==> config.mk <==
export PLATFORM = sky130hd
export DESIGN_NAME = flip_detect_window_average
export DESIGN_NICKNAME = d
export VERILOG_FILES = /design/src/hw/rtl/fdwa_pkg.sv /design/src/hw/rtl/fdwa_lane.sv /design/src/hw/rtl/fdwa_merge.sv /design/src/hw/rtl/flip_detect_window_average.sv
export SDC_FILE = /design/constraint.sdc
export NUM_CORES = 2
export LEC_CHECK = 0
export BUFFER_PORTS_ARGS = -buffer_cell sky130_fd_sc_hd__buf_2
export CORE_MARGIN = 4
export CORE_UTILIZATION = 50
export DETAILED_ROUTE_END_ITERATION = 8
export HOLD_SLACK_MARGIN = 0.05
export PLACE_DENSITY_LB_ADDON = 0.05
export SLEW_MARGIN = 40
export SYNTH_ARGS = -nofsm -noshare
export SYNTH_HDL_FRONTEND = slang
export SYNTH_SLANG_ARGS = --single-unit
==> constraint.sdc <==
create_clock -name clk -period 12.95 [get_ports clk]
set_input_delay 2.59 -clock clk [delete_from_list [all_inputs] [get_ports clk]]
set_output_delay 2.59 -clock clk [all_outputs]
set_load 0.02 [all_outputs]
==> src/hw/rtl/fdwa_pkg.sv <==
// Shared types and constants for the flip detector with windowed average.
package fdwa_pkg;

  localparam int SAMPLE_W  = 16;
  localparam int LIMIT_W   = 15;
  localparam int CFG_IDX_W = 2;

  localparam logic [CFG_IDX_W-1:0] REG_LEVEL_LIMIT = 2'd0;
  localparam logic [CFG_IDX_W-1:0] REG_FLIP_LIMIT  = 2'd1;

  localparam logic [LIMIT_W-1:0] LEVEL_LIMIT_RST = 15'd300;
  localparam logic [LIMIT_W-1:0] FLIP_LIMIT_RST  = 15'd16000;

  // Phase strobes from the sequencer to the lanes and the merge stage
  typedef struct packed {
    logic load;      // write sample into ring, fetch the entry it replaces
    logic accum;     // update running sum
    logic div_load;  // take sign and magnitude of the sum
    logic div_step;  // one quotient bit
    logic full;      // ring was full, so the replaced entry leaves the sum
    logic commit;    // result taken into the output register
  } ctrl_t;

endpackage

==> src/hw/rtl/fdwa_lane.sv <==
// One axis lane: ring buffer, running sum and bit-serial signed divider.
module fdwa_lane #(
  parameter int WINDOW = 20
) (
  input  logic                                  clk,
  input  logic                                  rst_n,
  input  fdwa_pkg::ctrl_t                       ctrl,
  input  logic [(WINDOW > 1 ? $clog2(WINDOW) : 1)-1:0] slot,
  input  logic [$clog2(WINDOW+1)-1:0]           count,
  input  logic signed [fdwa_pkg::SAMPLE_W-1:0]  sample,
  output logic signed [fdwa_pkg::SAMPLE_W-1:0]  avg
);

  localparam int SW    = fdwa_pkg::SAMPLE_W;
  localparam int SUM_W = SW + $clog2(WINDOW);
  localparam int CW    = $clog2(WINDOW+1);

  logic signed [SW-1:0]    ring_r [WINDOW];
  logic signed [SW-1:0]    old_r;
  logic signed [SW-1:0]    samp_r;
  logic signed [SUM_W-1:0] sum_r;
  logic signed [SUM_W-1:0] sum_nxt;
  logic [SUM_W-1:0]        dvd_r;
  logic [CW-1:0]           rem_r;
  logic                    neg_r;
  logic [CW:0]             rem_sh;
  logic [CW:0]             cnt_ext;
  logic [CW:0]             rem_sub;
  logic                    ge;
  logic [SW-1:0]           quo;

  // Store the new sample, fetch the one it overwrites
  always_ff @(posedge clk) begin
    if (ctrl.load) begin
      ring_r[slot] <= sample;
      old_r        <= ring_r[slot];
      samp_r       <= sample;
    end
  end

  // Add the new sample, drop the oldest once the window is full
  always_comb begin
    sum_nxt = sum_r + SUM_W'(samp_r);
    if (ctrl.full) begin
      sum_nxt = sum_nxt - SUM_W'(old_r);
    end
  end

  always_ff @(posedge clk) begin
    if (!rst_n) begin
      sum_r <= '0;
    end else if (ctrl.accum) begin
      sum_r <= sum_nxt;
    end
  end

  // Restoring division of the magnitude, one bit per cycle
  assign rem_sh  = {rem_r, dvd_r[SUM_W-1]};
  assign cnt_ext = {1'b0, count};
  assign ge      = (rem_sh >= cnt_ext);
  assign rem_sub = rem_sh - cnt_ext;

  always_ff @(posedge clk) begin
    if (ctrl.div_load) begin
      neg_r <= sum_r[SUM_W-1];
      dvd_r <= sum_r[SUM_W-1] ? SUM_W'(-sum_r) : SUM_W'(sum_r);
      rem_r <= '0;
    end else if (ctrl.div_step) begin
      rem_r <= ge ? rem_sub[CW-1:0] : rem_sh[CW-1:0];
      dvd_r <= {dvd_r[SUM_W-2:0], ge};
    end
  end

  // Restore the sign, truncating toward zero
  assign quo = dvd_r[SW-1:0];
  assign avg = neg_r ? -quo : quo;

endmodule

==> src/hw/rtl/fdwa_merge.sv <==
// Merge stage: level test on X and Z, flip test on Y, orientation flag.
module fdwa_merge (
  input  logic                                 clk,
  input  logic                                 rst_n,
  input  logic                                 commit,
  input  logic [fdwa_pkg::LIMIT_W-1:0]         level_limit,
  input  logic [fdwa_pkg::LIMIT_W-1:0]         flip_limit,
  input  logic signed [fdwa_pkg::SAMPLE_W-1:0] avg_x,
  input  logic signed [fdwa_pkg::SAMPLE_W-1:0] avg_y,
  input  logic signed [fdwa_pkg::SAMPLE_W-1:0] avg_z,
  output logic                                 flag_nxt
);

  localparam int CMP_W = fdwa_pkg::SAMPLE_W + 1;

  logic signed [CMP_W-1:0] lev;
  logic signed [CMP_W-1:0] flp;
  logic signed [CMP_W-1:0] ax;
  logic signed [CMP_W-1:0] ay;
  logic signed [CMP_W-1:0] az;
  logic                    level_ok;
  logic                    turned_over_r;

  assign lev = signed'({2'b00, level_limit});
  assign flp = signed'({2'b00, flip_limit});
  assign ax  = CMP_W'(avg_x);
  assign ay  = CMP_W'(avg_y);
  assign az  = CMP_W'(avg_z);

  assign level_ok = (ax > -lev) && (ax < lev) && (az > -lev) && (az < lev);

  // While X and Z are level: clear on strongly negative Y, set on strongly positive Y; else hold
  always_comb begin
    flag_nxt = turned_over_r;
    if (level_ok) begin
      if (ay < -flp) begin
        flag_nxt = 1'b0;
      end
      if (ay > flp) begin
        flag_nxt = 1'b1;
      end
    end
  end

  always_ff @(posedge clk) begin
    if (!rst_n) begin
      turned_over_r <= 1'b0;
    end else if (commit) begin
      turned_over_r <= flag_nxt;
    end
  end

endmodule

==> src/hw/rtl/flip_detect_window_average.sv <==
// Top level: sequencer, configuration registers, three axis lanes and merge stage.
// One sample is in work at a time. The transfer edge writes the ring and fetches the
// replaced entry; then S_ACC updates the running sum, S_DLOAD loads the divider,
// S_DIV runs the restoring divider of each lane (one quotient bit per sum bit), and
// S_DONE commits. The next sample is taken once the last one has committed. The
// divide by the fill count is the longest phase; the three axes divide side by side.
// A finished result waits in the output register while the next sample is taken;
// commit of the following one stalls until that result is transferred.
// Configuration writes are always accepted; indices beyond the register list are
// ignored.
module flip_detect_window_average #(
  parameter int WINDOW = 20
) (
  input  logic                                 clk,
  input  logic                                 rst_n,
  input  logic                                 in_valid,
  output logic                                 in_ready,
  input  logic signed [fdwa_pkg::SAMPLE_W-1:0] in_accel_x,
  input  logic signed [fdwa_pkg::SAMPLE_W-1:0] in_accel_y,
  input  logic signed [fdwa_pkg::SAMPLE_W-1:0] in_accel_z,
  output logic                                 out_valid,
  input  logic                                 out_ready,
  output logic                                 out_flipped,
  output logic signed [fdwa_pkg::SAMPLE_W-1:0] out_avg_x,
  output logic signed [fdwa_pkg::SAMPLE_W-1:0] out_avg_y,
  output logic signed [fdwa_pkg::SAMPLE_W-1:0] out_avg_z,
  input  logic                                 cfg_valid,
  output logic                                 cfg_ready,
  input  logic [fdwa_pkg::CFG_IDX_W-1:0]       cfg_index,
  input  logic [fdwa_pkg::LIMIT_W-1:0]         cfg_data
);

  localparam int SW     = fdwa_pkg::SAMPLE_W;
  localparam int SUM_W  = SW + $clog2(WINDOW);
  localparam int CW     = $clog2(WINDOW+1);
  localparam int SLOT_W = (WINDOW > 1) ? $clog2(WINDOW) : 1;
  localparam int STEP_W = $clog2(SUM_W+1);

  typedef enum logic [2:0] {
    S_IDLE,
    S_ACC,
    S_DLOAD,
    S_DIV,
    S_DONE
  } state_t;

  state_t                         state_r;
  logic [SLOT_W-1:0]              slot_r;
  logic [CW-1:0]                  fill_r;
  logic                           full_r;
  logic [STEP_W-1:0]              step_r;
  logic [fdwa_pkg::LIMIT_W-1:0]   level_limit_r;
  logic [fdwa_pkg::LIMIT_W-1:0]   flip_limit_r;
  logic                           out_valid_r;
  logic                           out_flipped_r;
  logic signed [SW-1:0]           out_avg_x_r;
  logic signed [SW-1:0]           out_avg_y_r;
  logic signed [SW-1:0]           out_avg_z_r;
  fdwa_pkg::ctrl_t                ctrl;
  logic signed [SW-1:0]           avg_x;
  logic signed [SW-1:0]           avg_y;
  logic signed [SW-1:0]           avg_z;
  logic                           flag_nxt;
  logic                           in_xfer;

  assign in_ready  = (state_r == S_IDLE);
  assign in_xfer   = in_valid && in_ready;
  assign cfg_ready = 1'b1;

  // Phase strobes
  always_comb begin
    ctrl.load     = in_xfer;
    ctrl.accum    = (state_r == S_ACC);
    ctrl.div_load = (state_r == S_DLOAD);
    ctrl.div_step = (state_r == S_DIV);
    ctrl.full     = full_r;
    ctrl.commit   = (state_r == S_DONE) && (!out_valid_r || out_ready);
  end

  // Configuration registers
  always_ff @(posedge clk) begin
    if (!rst_n) begin
      level_limit_r <= fdwa_pkg::LEVEL_LIMIT_RST;
      flip_limit_r  <= fdwa_pkg::FLIP_LIMIT_RST;
    end else if (cfg_valid && cfg_ready) begin
      case (cfg_index)
        fdwa_pkg::REG_LEVEL_LIMIT: level_limit_r <= cfg_data;
        fdwa_pkg::REG_FLIP_LIMIT:  flip_limit_r  <= cfg_data;
        default: ;
      endcase
    end
  end

  // Ring position and fill count
  always_ff @(posedge clk) begin
    if (!rst_n) begin
      slot_r <= '0;
      fill_r <= '0;
      full_r <= 1'b0;
    end else if (in_xfer) begin
      full_r <= (fill_r == CW'(WINDOW));
      if (fill_r != CW'(WINDOW)) begin
        fill_r <= fill_r + 1'b1;
      end
      if (slot_r == SLOT_W'(WINDOW - 1)) begin
        slot_r <= '0;
      end else begin
        slot_r <= slot_r + 1'b1;
      end
    end
  end

  // Sequencer and output register
  always_ff @(posedge clk) begin
    if (!rst_n) begin
      state_r     <= S_IDLE;
      step_r      <= '0;
      out_valid_r <= 1'b0;
    end else begin
      // Raise valid on commit, drop it once the result is transferred
      if (ctrl.commit) begin
        out_valid_r <= 1'b1;
      end else if (out_ready) begin
        out_valid_r <= 1'b0;
      end
      case (state_r)
        S_IDLE: begin
          if (in_xfer) begin
            state_r <= S_ACC;
          end
        end
        S_ACC: begin
          state_r <= S_DLOAD;
        end
        S_DLOAD: begin
          step_r  <= STEP_W'(SUM_W - 1);
          state_r <= S_DIV;
        end
        S_DIV: begin
          step_r <= step_r - 1'b1;
          if (step_r == '0) begin
            state_r <= S_DONE;
          end
        end
        S_DONE: begin
          if (ctrl.commit) begin
            out_flipped_r <= flag_nxt;
            out_avg_x_r   <= avg_x;
            out_avg_y_r   <= avg_y;
            out_avg_z_r   <= avg_z;
            state_r       <= S_IDLE;
          end
        end
        default: begin
          state_r <= S_IDLE;
        end
      endcase
    end
  end

  fdwa_lane #(.WINDOW(WINDOW)) u_lane_x (
    .clk    (clk),
    .rst_n  (rst_n),
    .ctrl   (ctrl),
    .slot   (slot_r),
    .count  (fill_r),
    .sample (in_accel_x),
    .avg    (avg_x)
  );

  fdwa_lane #(.WINDOW(WINDOW)) u_lane_y (
    .clk    (clk),
    .rst_n  (rst_n),
    .ctrl   (ctrl),
    .slot   (slot_r),
    .count  (fill_r),
    .sample (in_accel_y),
    .avg    (avg_y)
  );

  fdwa_lane #(.WINDOW(WINDOW)) u_lane_z (
    .clk    (clk),
    .rst_n  (rst_n),
    .ctrl   (ctrl),
    .slot   (slot_r),
    .count  (fill_r),
    .sample (in_accel_z),
    .avg    (avg_z)
  );

  fdwa_merge u_merge (
    .clk         (clk),
    .rst_n       (rst_n),
    .commit      (ctrl.commit),
    .level_limit (level_limit_r),
    .flip_limit  (flip_limit_r),
    .avg_x       (avg_x),
    .avg_y       (avg_y),
    .avg_z       (avg_z),
    .flag_nxt    (flag_nxt)
  );

  assign out_valid   = out_valid_r;
  assign out_flipped = out_flipped_r;
  assign out_avg_x   = out_avg_x_r;
  assign out_avg_y   = out_avg_y_r;
  assign out_avg_z   = out_avg_z_r;

  // Fill count never passes the window length
  a_fill_bound: assert property (@(posedge clk) disable iff (!rst_n)
    fill_r <= CW'(WINDOW))
    else $error("fill count beyond window");

  // A sample in work blocks the next transfer
  a_one_in_work: assert property (@(posedge clk) disable iff (!rst_n)
    in_xfer |=> !in_ready)
    else $error("second sample taken while one is in work");

  // The oldest entry leaves the sum only once the window is full
  a_full_fill: assert property (@(posedge clk) disable iff (!rst_n)
    (full_r && state_r != S_IDLE) |-> (fill_r == CW'(WINDOW)))
    else $error("replaced entry dropped before window filled");

  // A committed result is offered next cycle
  a_commit_out: assert property (@(posedge clk) disable iff (!rst_n)
    ctrl.commit |=> out_valid)
    else $error("committed result not offered");

endmodule
# ---- Word level (Yosys, flattened, before mapping)
# Memories as Yosys holds them, arrays and structs flattened. A register that Yosys moved wholly into a read port is not among the register bits.
# Cells that the tools add are included.
dict set report word_totals {
  ff_bits 292
  latch_bits 0
  ramBits 960
  rom_bits 0
  inputBits 70
  out_inout_bits 52
  word_cells 119
  mem_count 3
}
# name words word_bits read_ports rd_clocked_by_memory_dff write_ports line_no
set mem_list {}
lappend mem_list {u_lane_x.ring_r 20 16 1 1 1 fdwa_lane.sv:18} ;# logic signed [SW-1:0] ring_r [WINDOW];
lappend mem_list {u_lane_y.ring_r 20 16 1 1 1 fdwa_lane.sv:18}
lappend mem_list {u_lane_z.ring_r 20 16 1 1 1 fdwa_lane.sv:18}
dict set report classes {
  addsub 20
  multipliers 0
  div 0
  n_lt_le_gt_ge 9
  eq_ne 11
  shift 0
  n_mux 31
  bitwise 0
  reduce_logical 17
}
# operator n
set ops {}
lappend ops {{two-way mux 21 bit} 12}
lappend ops {{adder 21 x 16 -> 21 bit} 3}
lappend ops {{negation 21 bit} 3}
lappend ops {{subtractor 21 x 16 -> 21 bit} 3}
lappend ops {{two-way mux 16 bit} 3}
lappend ops {{negation 16 bit} 3}
lappend ops {{greater-than comparator 16 x 17 -> 1 bit} 2}
lappend ops {{negation 15 -> 17 bit} 2}
lappend ops {{less-than comparator 16 bit} 2}
lappend ops {{two-way mux 5 bit} 4}
lappend ops {{greater-or-equal comparator 6 x 5 -> 1 bit} 3}
lappend ops {{less-than comparator 16 x 17 -> 1 bit} 1}
lappend ops {{greater-than comparator 16 bit} 1}
lappend ops {{one-hot mux 3 bit (5 select lines)} 1}
lappend ops {{subtractor 5 bit} 3}
lappend ops {{adder 5 x 1 -> 5 bit (second input constant)} 2}
lappend ops {{equality test 5 bit (second input constant)} 2}
lappend ops {{one-hot mux 5 bit (2 select lines)} 1}
lappend ops {{two-way mux 3 bit} 3}
lappend ops {{two-way mux 1 bit} 7}
lappend ops {{equality test 3 x 2 -> 1 bit (second input constant)} 2}
lappend ops {{inequality test 2 x 1 -> 1 bit (second input constant)} 3}
lappend ops {{AND reduction 2 bit} 3}
lappend ops {{AND reduction 3 bit} 2}
lappend ops {{other kinds (12)} 17}

# ---- Depth between registers and ports, before layout
dict set report logic_depth {
  word_depth 7
  ltp_mapped 23
  ltp_nobuf 23
}

# ---- Modules after synthesis
# Synthesis repeated with hierarchy kept, for this count alone.
dict set report hier_totals {
  hier_cells 4185
  hier_area_um2 60635.7
}
# mod instances cells_per_inst area_each_um2
set by_module_without_submodules {}
lappend by_module_without_submodules {{fdwa_lane (u_lane_x)} 1 1193 18228.7}
lappend by_module_without_submodules {{fdwa_lane (u_lane_z)} 1 1165 18043.6}
lappend by_module_without_submodules {{fdwa_lane (u_lane_y)} 1 1162 17997.3}
lappend by_module_without_submodules {flip_detect_window_average 1 306 3533.4}
lappend by_module_without_submodules {fdwa_merge 1 359 2832.7}

# ---- Worst setup path before layout
# OpenSTA, ideal clock, no wires.
dict set report synth_timing {
  path_type {input port to flip-flop}
  startpoint {in in_valid}
  endpoint {mem u_lane_x.ring_r[11][0] (netlist name), enable pin}
  t_arrival_ns 7.881
  required_time_ns 12.437
  path_slack_ns 4.556
  cell_stages 4
  n_path_buf 0
  path_cell_list {nand2_1 clkinv_1 nand2_1 nor3_1}
}
dict set report synth_via {
  elab_chain_len 3
}
# item line_no
set synth_rtl {}
lappend synth_rtl {{start: declaration} flip_detect_window_average.sv:16} ;# input logic in_valid,
lappend synth_rtl {{logical AND 1 bit} flip_detect_window_average.sv:67} ;# assign in_xfer = in_valid && in_ready;
lappend synth_rtl {{net in_xfer} flip_detect_window_average.sv:64} ;# logic in_xfer;
lappend synth_rtl {{two-way mux 1 bit} fdwa_lane.sv:34} ;# if (ctrl.load) begin
lappend synth_rtl {{two-way mux 1 bit (not written as such)} fdwa_lane.sv:35} ;# ring_r[slot] <= sample;
lappend synth_rtl {{end: declaration} fdwa_lane.sv:18}
# The timed path passes the listed nets, and every way through them passes these cells.

# ---- Worst setup path after layout
dict set report layout_timing {
  startpoint {reg u_lane_y.sum_r[1]}
  endpoint {reg u_lane_y.sum_r[20]}
}
dict set report layout_via {
  elab_chain_len 3
}
# item line_no
set layout_rtl {}
lappend layout_rtl {{start: declaration} fdwa_lane.sv:21} ;# logic signed [SUM_W-1:0] sum_r;
lappend layout_rtl {{start signal: assignment} fdwa_lane.sv:53} ;# sum_r <= sum_nxt;
lappend layout_rtl {{adder 21 x 16 -> 21 bit *} fdwa_lane.sv:43} ;# sum_nxt = sum_r + SUM_W'(samp_r);
lappend layout_rtl {{subtractor 21 x 16 -> 21 bit} fdwa_lane.sv:45} ;# sum_nxt = sum_nxt - SUM_W'(old_r);
lappend layout_rtl {{two-way mux 21 bit *} fdwa_lane.sv:44} ;# if (ctrl.full) begin
# Every way passes the cells marked *; elsewhere a longest branch is shown, timed or not.
# A chain may end at the register's enable or synchronous reset.

==> flow_metrics.py <==
metrics = {
    "status": {
        "status": "complete, no violations",
    },
    "finish": {
        "syn_to_final_growth_pct": 12.2,
        "final_util_pct": 56.7,
        "nNetsFinal": 4437,
        "n_fill_cell": 9291,
        "drive_gt1_share_pct": 16.4,
    },
    "clock_network": {
        "holdBufCountCts": 0,
        "clk_latency_ns": 0.78,
        "cts.sinks": 1300,
        "path_clk_slew_ns": 0.06,
        "cts_buffers": 140,
        "cts_buffer_depth": 3,
        "post_cts_buffers": 0,
        "htree_levels": 4,
        "cts_resized": 0,
        "cts_root_buffer": "clkbuf_16",
        "cts_tree": "built",
    },
    "critical_path": {
        "crit_path_cell_trace": "ha_1 > a21o_1 > a21o_1 > a21oi_1 > o21ai_0 > a221o_1 > or2_2 > a31oi_1 > xnor2_1 > ha_1 > and4_1 > nand3_1 > a221oi_1 > nor2_1 > a311oi_1 > a31oi_1 > xnor2_1 > nor2_1 > xnor2_1 > or3_1 > a21oi_1",
        "arrival_ns": 5.79,
        "worstSetupEndpointType": "register",
        "cp_slowest_cell": "dfxtp_1",
        "cp-start-kind": "register",
        "crit_type": "register to register",
        "crit_top_cell": "xnor2_1",
        "path_max_fanout": 6,
        "required_ns": 13.64,
        "slowest_delay_ns": 0.47,
    },
    "logic_synthesis": {
        "synth_area_leaders": "edfxtp_1 (60%), mux4_2 (9.2%), ha_1 (5.2%), dfxtp_1 (4.4%), xnor2_1 (2.2%)",
        "synth_xor_area_share_pct": 3.37,
        "muxShareOfSynthArea_pct": 10.3,
        "synth_enable_flop_cells": 1171,
        "ys_warn_count": 0,
        "synth_ff_type": "edfxtp_1",
        "syn_area_um2": 59000,
        "synthAdderAreaFrac_pct": 5.46,
        "synth_top_family_by_area": "multiplexers",
        "synth_nets": 4279,
        "synth-simple-area-share_pct": 6.31,
        "yosysSeqAreaShare_pct": 64.0,
        "avgSynthCellArea_um2": 14.9,
        "synth_compound_area_share_pct": 8.49,
        "synth_top_cell_area_share_pct": 59.6,
        "synthCells": 3957,
        "synth_area_leader_cell": "edfxtp_1",
        "synth-async-reset-ratio_pct": 0,
        "synth_seq_cells": 1300,
        "synthDistinctLibCells": 81,
    },
    "placed_design": {
        "gp_congestion": 0.893,
        "place_hpwl_mm": 94.4,
        "port_buffers": 120,
    },
    "power_and_ir_drop": {
        "power.leakage_uw": 0.0225,
        "power_density_nw_per_um2": 165,
        "vdd_drop_max_uv": 127,
    },
    "route": {
        "drtPass1Iterations": 5,
        "met1_length_mm": 66.1,
        "routed_wl_mm": 143,
        "route.met3.wl_mm": 8.20,
        "dr_wl_met2_mm": 66.1,
        "ant_nets": 0,
        "drtIter0Drc": 2962,
        "drc": 0,
        "via_count": 34120,
        "highest_layer": "met4",
        "routed_via_density": 5.93,
        "post_drt_wl_per_cell_um": 24.8,
    },
    "timing": {
        "slew_viol_final": 0,
        "setup_viol": 0,
        "fin_crit_ns": 5.10,
        "timing.fmax_mhz": 196,
        "hold_viol": 0,
        "skew_ns": 0.0511,
        "holdWs_ns": 0.450,
        "worst_pin_slew_ns": 0.844,
        "rsz0062_at_grt": "false",
        "max_slew_margin_pct": 43.3,
        "fin_crit_sh_pct": 39.4,
        "fin_tns_setup_ns": 0,
    },
    "global_routing": {
        "track_usage_pct": 23.5,
        "grt_pass1_vias": 33692,
        "grt_overflow": 0,
        "grt_antenna_before_repair": 5,
        "grt_pass1_wl_mm": 216,
        "grt_max_degree": 92,
    },
    "die": {
        "boundaryPins": 122,
        "start_util_pct": 50.5,
        "die_w_um": 351,
        "core-area_um2": 117000,
        "rows": 125,
        "die_h_um": 351,
        "dieArea_um2": 123000,
    },
    "worst_hold_path": {
        "hold_class": "register to register",
    },
    "job": {
        "drv_cap": 0,
    },
}
==> cell families after synthesis <==
kind of cell,Yosys count
xor gates and xnor gates,227
and+or+nand+nor,801
DFF,1300
other,1
buffers and inverters,312
adders and majority gates,252
AOI/OAI and AO/OA,761
muxes,303
==> cell usage in the layout (no fill, tap or decap), types with 24 or more instances in the layout <==
master	synthesis	layout
clkbuf_16	0	141
ha_1	243	243
a21o_1	55	55
xnor2_1	146	146
nand3_1	39	39
clkinv_1	1	25
o211ai_1	45	45
mux2i_1	41	41
clkbuf_1	115	41
buf_4	1	40
nor2b_1	27	24
a22oi_1	32	32
or3_1	39	39
xor2_1	81	81
nor2_1	190	173
edfxtp_1	1171	1171
inv_1	150	149
nand4_1	27	27
o31ai_1	30	30
o21ai_0	184	184
nand2b_1	40	39
dfxtp_1	129	124
nand2_1	297	297
o21a_1	27	27
buf_2	8	120
a21oi_1	186	186
nor3_1	69	64
mux4_2	242	242
a211oi_1	38	38
a32oi_1	28	28
==> cells in the mapped netlist, types with 11 or more instances <==
| library cell | count |
|---|---|
| edfxtp_1 | 1171 |
| nand2_1 | 297 |
| ha_1 | 243 |
| mux4_2 | 242 |
| nor2_1 | 190 |
| a21oi_1 | 186 |
| o21ai_0 | 184 |
| inv_1 | 150 |
| xnor2_1 | 146 |
| dfxtp_1 | 129 |
| clkbuf_1 | 115 |
| xor2_1 | 81 |
| nor3_1 | 69 |
| a21o_1 | 55 |
| o211ai_1 | 45 |
| mux2i_1 | 41 |
| nand2b_1 | 40 |
| nand3_1 | 39 |
| or3_1 | 39 |
| a211oi_1 | 38 |
| buf_1 | 35 |
| a22oi_1 | 32 |
| o31ai_1 | 30 |
| a32oi_1 | 28 |
| nand4_1 | 27 |
| nor2b_1 | 27 |
| o21a_1 | 27 |
| mux2_2 | 20 |
| o41ai_1 | 20 |
| a221o_1 | 19 |
| a31oi_1 | 16 |
| nor4_1 | 14 |
| o21bai_1 | 13 |
| a311oi_1 | 12 |
| and2_1 | 11 |
==> layout make-up <==
cell class	count	area, um2	share of cell area (%)
clock inverter	73	850	1.28
multi-input combinational	2345	20200	30.6
inverter	153	577	0.872
timing repair buffer	175	1150	1.74
antenna	2	5.00	0.00757
clock buffer	182	3680	5.57
tap	1524	1910	2.88
sequential	1300	37800	57.1
==> metrics by stage <==
step	worst slack [ns]	std cells	power, uW	area, um2
2_1_floorplan	4.56	3957	6490	59000
3_3_place_gp	7.45	5490	7050	61400
3_5_place_dp	7.35	5496	7080	61600
4_1_cts	7.86	5751	11000	66100
5_1_grt	7.39	5752	11500	66200
6_report	7.85	5754	10900	66200
==> worst max-delay path: cells and delay by family, from the launching register on <==
family | cells | cell delay (ns)
AOI/OAI and AO/OA | 10 | 2.36
and+or+nand+nor | 6 | 1.13
DFF | 1 | 0.47
xor gates and xnor gates | 3 | 0.43
adders and majority gates | 2 | 0.63
==> power breakdown <==
part / total, uW / switching (uW) / internal (uW)
sequential: 4880 / 134 / 4740
clock: 3930 / 1660 / 2270
combinational: 2100 / 1220 / 884
total: 10900 / 3010 / 7900
==> path summary, 6_finish.rpt <==
check	start	depth (start not counted)	slack [ns]	endpoint
setup reg to reg	u_lane_y.sum_r[1]	21	7.85	u_lane_y.sum_r[20]
hold reg to reg	u_lane_z.rem_r[4]	2	0.45	u_lane_z.rem_r[4]
hold / removal	u_lane_z.rem_r[4]	2	0.45	u_lane_z.rem_r[4]
setup / recovery	u_lane_y.sum_r[1]	21	7.85	u_lane_y.sum_r[20]
==> layer usage <==
metal  track usage [%]  up-vias
li1                  -    15789
met1              34.9    17223
met2              36.9      932
met3              3.52      176
met4              5.40        0
met5                 0        -
==> flip-flops by register name, indices dropped and copies added, names as in the netlist, 16 cells and up <==
register / count
u_lane_x.sum_r: 21
u_lane_z.dvd_r: 21
u_lane_y.samp_r: 16
u_lane_y.old_r: 16
u_lane_x.samp_r: 16
out_avg_z: 16
u_lane_z.old_r: 16
u_lane_x.dvd_r: 21
u_lane_y.dvd_r: 21
u_lane_z.samp_r: 16
u_lane_x.old_r: 16
out_avg_y: 16
u_lane_y.sum_r: 21
u_lane_z.sum_r: 21
u_lane_y.ring_r: 320
out_avg_x: 16
u_lane_x.ring_r: 320
u_lane_z.ring_r: 320
Power figures use the tool's default switching activity.
